<file path="config.mk">
export PLATFORM = sky130hd
export DESIGN_NAME = dpw_cfg
export DESIGN_NICKNAME = d
export VERILOG_FILES = /design/src/rtl/dpw_pkg.sv /design/src/rtl/dpw_cfg.sv
export SDC_FILE = /design/constraint.sdc
export NUM_CORES = 1
export LEC_CHECK = 0
export BUFFER_PORTS_ARGS = -buffer_cell sky130_fd_sc_hd__buf_2
export CORE_MARGIN = 4
export CORE_UTILIZATION = 50
export DETAILED_ROUTE_END_ITERATION = 8
export PLACE_DENSITY_LB_ADDON = 0.25
export SYNTH_ARGS = -nofsm -noshare
export SYNTH_HDL_FRONTEND = slang
export SYNTH_SLANG_ARGS = --single-unit
</file>
<file path="constraint.sdc">
create_clock -name clk_i -period 0.8 [get_ports clk_i]
set_input_delay 0 -clock clk_i [delete_from_list [all_inputs] [get_ports clk_i]]
set_output_delay 0 -clock clk_i [all_outputs]
set_load 0.05 [all_outputs]
</file>
<file path="src/rtl/dpw_pkg.sv">
// Shared constants, types and register codes for the depth-to-world point core.
package dpw_pkg;

  // Input field widths
  localparam int unsigned COORD_BITS = 12;
  localparam int unsigned DEPTH_BITS = 16;

  // Configuration port
  localparam int unsigned CFG_IDX_W  = 3;
  localparam int unsigned CFG_DATA_W = 64;

  // Register widths
  localparam int unsigned CENTRE_W = 16;
  localparam int unsigned INV_W    = 24;
  localparam int unsigned QUAT_W   = 16;
  localparam int unsigned TRANS_W  = 21;
  localparam int unsigned QUATP_W  = 4 * QUAT_W;
  localparam int unsigned TRANSP_W = 3 * TRANS_W;

  localparam logic [QUATP_W-1:0] QUAT_RESET = {16'h4000, 16'h0000, 16'h0000, 16'h0000};

  // Back-projection datapath
  localparam int unsigned CW4    = COORD_BITS + 4;
  localparam int unsigned DIFF_W = ((CW4 > CENTRE_W) ? CW4 : CENTRE_W) + 1;
  localparam int unsigned P_W    = DIFF_W + DEPTH_BITS;
  localparam int unsigned PI_W   = P_W + INV_W;
  localparam int unsigned FRAC_BP = 20;
  localparam int unsigned CAM_W  = 32;
  localparam int unsigned RS_W   =
    (((PI_W - FRAC_BP) > CAM_W) ? (PI_W - FRAC_BP) : CAM_W) + 1;
  localparam logic signed [PI_W-1:0] BP_HALF = PI_W'(1) << (FRAC_BP - 1);

  // Rotation datapath
  localparam int unsigned QFRAC  = 14;
  localparam int unsigned OFRAC  = 22;
  localparam int unsigned X1_W   = QUAT_W + CAM_W;
  localparam int unsigned XD_W   = X1_W + 1;
  localparam int unsigned C_W    = XD_W - QFRAC;
  localparam int unsigned X2_W   = QUAT_W + C_W;
  localparam int unsigned CC_W   = X2_W + 1;
  localparam int unsigned SUM_W  = CC_W + 2;
  localparam int unsigned RND_W  = SUM_W - OFRAC;
  localparam int unsigned OUT_W  = 24;
  localparam logic signed [XD_W-1:0]  C_HALF = XD_W'(1) << (QFRAC - 1);
  localparam logic signed [SUM_W-1:0] O_HALF = SUM_W'(1) << (OFRAC - 1);

  typedef enum logic [CFG_IDX_W-1:0] {
    REG_PRINCIPAL_X = CFG_IDX_W'(0),
    REG_PRINCIPAL_Y = CFG_IDX_W'(1),
    REG_INV_FOCAL_X = CFG_IDX_W'(2),
    REG_INV_FOCAL_Y = CFG_IDX_W'(3),
    REG_ROT_QUAT    = CFG_IDX_W'(4),
    REG_TRANS_XYZ   = CFG_IDX_W'(5)
  } cfg_reg_e;

  typedef struct packed {
    logic        [CENTRE_W-1:0] cx;
    logic        [CENTRE_W-1:0] cy;
    logic        [INV_W-1:0]    ifx;
    logic        [INV_W-1:0]    ify;
    logic signed [QUAT_W-1:0]   qw;
    logic signed [QUAT_W-1:0]   qx;
    logic signed [QUAT_W-1:0]   qy;
    logic signed [QUAT_W-1:0]   qz;
    logic signed [TRANS_W-1:0]  tx;
    logic signed [TRANS_W-1:0]  ty;
    logic signed [TRANS_W-1:0]  tz;
  } cfg_t;

  typedef struct packed {
    logic signed [CAM_W-1:0] x;
    logic signed [CAM_W-1:0] y;
    logic signed [CAM_W-1:0] z;
  } cam_t;

  typedef struct packed {
    logic signed [OUT_W-1:0] world_x;
    logic signed [OUT_W-1:0] world_y;
    logic signed [OUT_W-1:0] world_z;
  } pt_t;

endpackage

</file>
<file path="src/rtl/dpw_cfg.sv">
// Configuration register file with write-only port.
module dpw_cfg import dpw_pkg::*; (
  input  logic                  clk_i,
  input  logic                  rst_ni,
  input  logic                  cfg_we_i,
  input  logic [CFG_IDX_W-1:0]  cfg_idx_i,
  input  logic [CFG_DATA_W-1:0] cfg_data_i,
  output cfg_t                  cfg_o
);

  logic [CENTRE_W-1:0] cx_q, cy_q;
  logic [INV_W-1:0]    ifx_q, ify_q;
  logic [QUATP_W-1:0]  quat_q;
  logic [TRANSP_W-1:0] trans_q;

  always_ff @(posedge clk_i or negedge rst_ni) begin
    if (!rst_ni) begin
      cx_q    <= '0;
      cy_q    <= '0;
      ifx_q   <= '0;
      ify_q   <= '0;
      quat_q  <= QUAT_RESET;
      trans_q <= '0;
    end else if (cfg_we_i) begin
      unique case (cfg_idx_i)
        REG_PRINCIPAL_X: cx_q    <= cfg_data_i[CENTRE_W-1:0];
        REG_PRINCIPAL_Y: cy_q    <= cfg_data_i[CENTRE_W-1:0];
        REG_INV_FOCAL_X: ifx_q   <= cfg_data_i[INV_W-1:0];
        REG_INV_FOCAL_Y: ify_q   <= cfg_data_i[INV_W-1:0];
        REG_ROT_QUAT:    quat_q  <= cfg_data_i[QUATP_W-1:0];
        REG_TRANS_XYZ:   trans_q <= cfg_data_i[TRANSP_W-1:0];
        default: ;  // unmapped index: dropped
      endcase
    end
  end

  always_comb begin
    cfg_o.cx  = cx_q;
    cfg_o.cy  = cy_q;
    cfg_o.ifx = ifx_q;
    cfg_o.ify = ify_q;
    cfg_o.qw  = quat_q[4*QUAT_W-1:3*QUAT_W];
    cfg_o.qx  = quat_q[3*QUAT_W-1:2*QUAT_W];
    cfg_o.qy  = quat_q[2*QUAT_W-1:QUAT_W];
    cfg_o.qz  = quat_q[QUAT_W-1:0];
    cfg_o.tx  = trans_q[3*TRANS_W-1:2*TRANS_W];
    cfg_o.ty  = trans_q[2*TRANS_W-1:TRANS_W];
    cfg_o.tz  = trans_q[TRANS_W-1:0];
  end

endmodule

</file>
==> qor.txt, run 1 <==
Clock Tree Root: clkbuf_16
worst_ep grt: cfg_o[125]
Yosys warning total: 0
dpl hpwl: 14,700 microns
IO Pins: 277
count leader, synth: dfrtp_1
Place WS: -508 ps
routability cong.: 0.819
Sink Count: 207
Area contributors post-synth: dfrtp_1 66%, mux2_2 29%, buf_12 1.5%
Worst EP kind: primary output
Die Span Y: 133 microns
synth unique cells: 13
Mapped Cells: 442
CTS buffer count: 22
Yosys top cell area share: 65.6%
Synth Flop Type: dfrtp_1
register area share after synthesis: 66.0%
Synth Net Count: 512
cell accounting for the most synthesized area: dfrtp_1
initial core utilization: 51.3%
GRT Util Overall: 83.1%
initial antenna violation count: 4
FP Rows: 45
syn avg cell area: 17.8 sq um
total grt overflow: 219
CTS Buffer Depth: 3
largest net degree at the start of global routing: 40
Error: [ERROR GRT-0232] Routing congestion too high. Check the congestion heatmap in the GUI.
status: stopped before the end
fraction of registers with async set/reset: 100%
DIE WIDTH: 133 microns
FF+latch count, synth: 207
Cell Area, Synth: 0.00786 sq mm
number of synthesized flops with an enable pin: 0
Failed at: global routing
port bufs: 276
H-tree depth: 1
Commonest cells post-synth: 206 x dfrtp_1, 205 x mux2_2, 8 x buf_2, 7 x buf_6, 6 x buf_12
-- routing by layer --
metal / global-route usage [%] / GRT overflow
met1: 82.2 / 0
met2: 96.2 / 134
met3: 73.0 / 1
met4: 88.3 / 84
met5: 13.6 / 0
-- metrics by stage --
step | hold WS, ps | instances | TNS (ps) | cell area, sq um
floorplan | -296 | 442 | -35550 | 8720
detailed placement | -51.7 | 943 | -88380 | 10500
global placement | -52.9 | 943 | -85670 | 10500
CTS | 13.2 | 1109 | -61870 | 14000
-- logic make-up after synthesis --
group,share of synthesized area [%]
DFF,66.0
muxes,29.8
buffers and inverters,3.14
and+or+nand+nor,1.13
-- timing repair --
item / 4_1_cts
setup endpoints to repair: 214
resized for setup: 478
hold endpoints to repair: 414
gates cloned: 2
pin swaps: 1
buffers inserted: 60
hold buffers: 65
==> run 2: changes to the inputs <==
Settings changed: CORE_UTILIZATION 50 to 37, PLACE_DENSITY_LB_ADDON 0.25 to 0.15.
==> run 2 against run 1 <==
The flow now finishes, with violations (hold timing, setup timing). Synthesized area stayed put. Synthesized cell count stayed put.
==> qor.txt, run 2 <==
status: finished, violations left
failing checks: hold timing, setup timing
final worst slack: -404 ps
CTS buffer count: 23 (+4.5%)
Worst-Margin Slew: 341 ps
Hold Slack: -5.42 ps
Pre-antenna DRT Iters: 4
commonest non-fill, non-tap cell in the layout: buf_6
Setup CP Type: reg -> out
synth unique cells: 13 (unchanged)
Power Density: 3190 mW/mm^2
via count: 5,705
post-layout power: 46,700 uW
Cell Area, Synth: 0.00786 sq mm (unchanged)
Worst EP required: 800 ps
initial DRC count: 142
worst-path fanout max: 2
Slew HR: 77.3%
CTS Buffer Depth: 3 (unchanged)
CP top delay family: flip-flops
slowest CP cell: dfstp_2
switching part of the total: 38.2%
Worst-path clk slew: 60 ps
Slew Limit Fails: 0
Pleak: 0.00703 uW
CP max stage delay: 560 ps
Clock Latency Late Sink: 500 ps
maximum clock frequency: 831 MHz
largest net degree at the start of global routing: 32
Yosys warning total: 0 (unchanged)
GRT Util Overall: 20.6%
area of the multi-input gates: 0.00318 sq mm
detail-routed via count per cell: 4.73
register area share after synthesis: 66.0% (unchanged)
number of antenna diodes: 0
port bufs: 276 (unchanged)
max reg flops: 64
Antenna Violating Nets Remaining: 0
Synth Flop Type: dfrtp_1
RSZ-0062 raised after global routing: yes
Tcrit/Tclk final: 150%
Layout Nets: 986
Die Span Y: 154 microns (+15%)
Final min period: 1200 ps
Setup crit start kind: register
Net Sw Power: 17,800 uW
Max Cap Viol: 0
Commonest cells post-synth: 206 x dfrtp_1, 205 x mux2_2, 8 x buf_2, 7 x buf_6, 6 x buf_12
Sink Count: 207 (unchanged)
setup TNS: -62,200 ps
worst min path class: in -> async
share of cells above drive strength 1: 85.2%
dpl hpwl: 15,600 microns (+6.4%)
synthesis-to-finish area growth: 86.8%
largest registers: quat_q (64), trans_q (63)
number of global-route vias before repair: 6,487
DIE AREA: 0.0236 sq mm
count leader, synth: dfrtp_1
Largest Register: quat_q
Mapped Cells: 442 (unchanged)
Critical Path Sink Type: output pin
FP Rows: 53 (+18%)
Clock Skew: 0 ps
core area: 0.0210 sq mm
number of synthesized flops with an enable pin: 0 (unchanged)
Pint: 28,900 uW
wire length per cell: 22.0 microns
Clock power frac: 22.6%
routability cong.: 0.790 (-3.5%)
final hold violation count: 8
CTS tree: yes
Synth Net Count: 512 (unchanged)
Reg area: 0.00535 sq mm
H-tree depth: 1 (unchanged)
critical path arrival: 1200 ps
DR DRC count: 0
cell accounting for the most synthesized area: dfrtp_1
setup violators final: 300
final WL: 26,500 microns
FF+latch count, synth: 207 (unchanged)
Reg power frac: 32.6%
fraction of registers with async set/reset: 100% (unchanged)
Area contributors post-synth: dfrtp_1 66%, mux2_2 29%, buf_12 1.5%
Fill cells: 1,318
Buf/Inv on CP: 1
initial core utilization: 37.5% (-14 points)
syn avg cell area: 17.8 sq um (unchanged)
Peak VDD IR: 0.00187 V
IO Pins: 277 (unchanged)
first-pass GRT wire length: 38,800 microns
DIE WIDTH: 154 microns (+15%)
CP Cell Sequence: buf_8
initial antenna violation count: 0
total grt overflow: 0
Clock Tree Root: clkbuf_16
Yosys top cell area share: 65.6% (unchanged)
Comb pwr share: 44.8%
commonest non-fill, non-tap cells in the layout: 246 x buf_6, 199 x mux2_4, 137 x dfrtp_2
run 2: cell counts after synthesis:
Identical to the previous run, type by type.
run 2: logic make-up after synthesis:
family	count (synthesis)	share of synthesized area, %
multiplexers	207	29.8
flip-flops	207	66.0
buffers and inverters	22	3.14
AND/OR/NAND/NOR	6	1.13
run 2: worst register-to-register path, delay by kind of cell (launching register included):
kind	cells	cell delay (ps)
buffers and inverters	1	140
flip-flops	1	430
multiplexers	1	280
run 2: repair_timing:
action,4_1_cts,5_1_grt
gates cloned,3,2
setup buffers,51,48
endpoints found under the hold margin,414,0
setup endpoints to repair,227,356
resized for setup,484,94
hold buffers,65,0
pin swaps,2,2
run 2: cell type report:
type / instances / share of cell area (%)
clock buffer: 29 / 4.28
timing repair buffer: 471 / 34.3
clock inverter: 11 / 0.870
multi-input combinational: 213 / 21.7
sequential: 207 / 36.5
tap: 275 / 2.35
run 2: path summary, 6_finish.rpt:
kind / endpoint / slack [ps] / cells after the start / from
max in group asynchronous: ify_q[9] / 280 / 3 / rst_ni
setup reg to reg: quat_q[39] / -170 / 2 / quat_q[39]
setup / recovery: cfg_o[125] / -400 / 1 / quat_q[62]
min in group clk_i: quat_q[59] / 130 / 5 / cfg_idx_i[0]
hold reg to reg: ify_q[7] / 530 / 1 / ify_q[7]
hold / removal: quat_q[47] / -5 / 2 / rst_ni
run 2: power by group through the flow:
stage          Combinational, uW  Sequential (uW)  Clock, uW
2_1_floorplan               3310            22700          0
3_3_place_gp               15400            14500          0
3_5_place_dp               15600            14500          0
4_1_cts                    20000            15000      10800
5_1_grt                    21600            15500      11200
6_report                   20900            15300      10500
run 2: layer usage:
metal / share of wire (%) / global-route usage, %
met1: 40 / 25.0
met4: 2.6 / 5.05
met5: 0 / 0
met2: 51 / 36.6
met3: 6.3 / 5.60
run 2: metrics by stage:
stage / hold slack (ps) / utilization, % / std cells / area [sq um] / setup WS [ps]
CTS: -26.0 / 67.7 / 1181 / 14200 / -424
global placement: -55.4 / 51.2 / 1022 / 10700 / -530
finish: -5.42 / 70.0 / 1206 / 14700 / -404
detailed placement: -55.8 / 51.2 / 1022 / 10700 / -555
global route: 25.5 / 70.0 / 1206 / 14700 / -439
floorplan: -296 / - / 442 / 8720 / -285
Note: power is estimated with default switching activity, not from simulation.
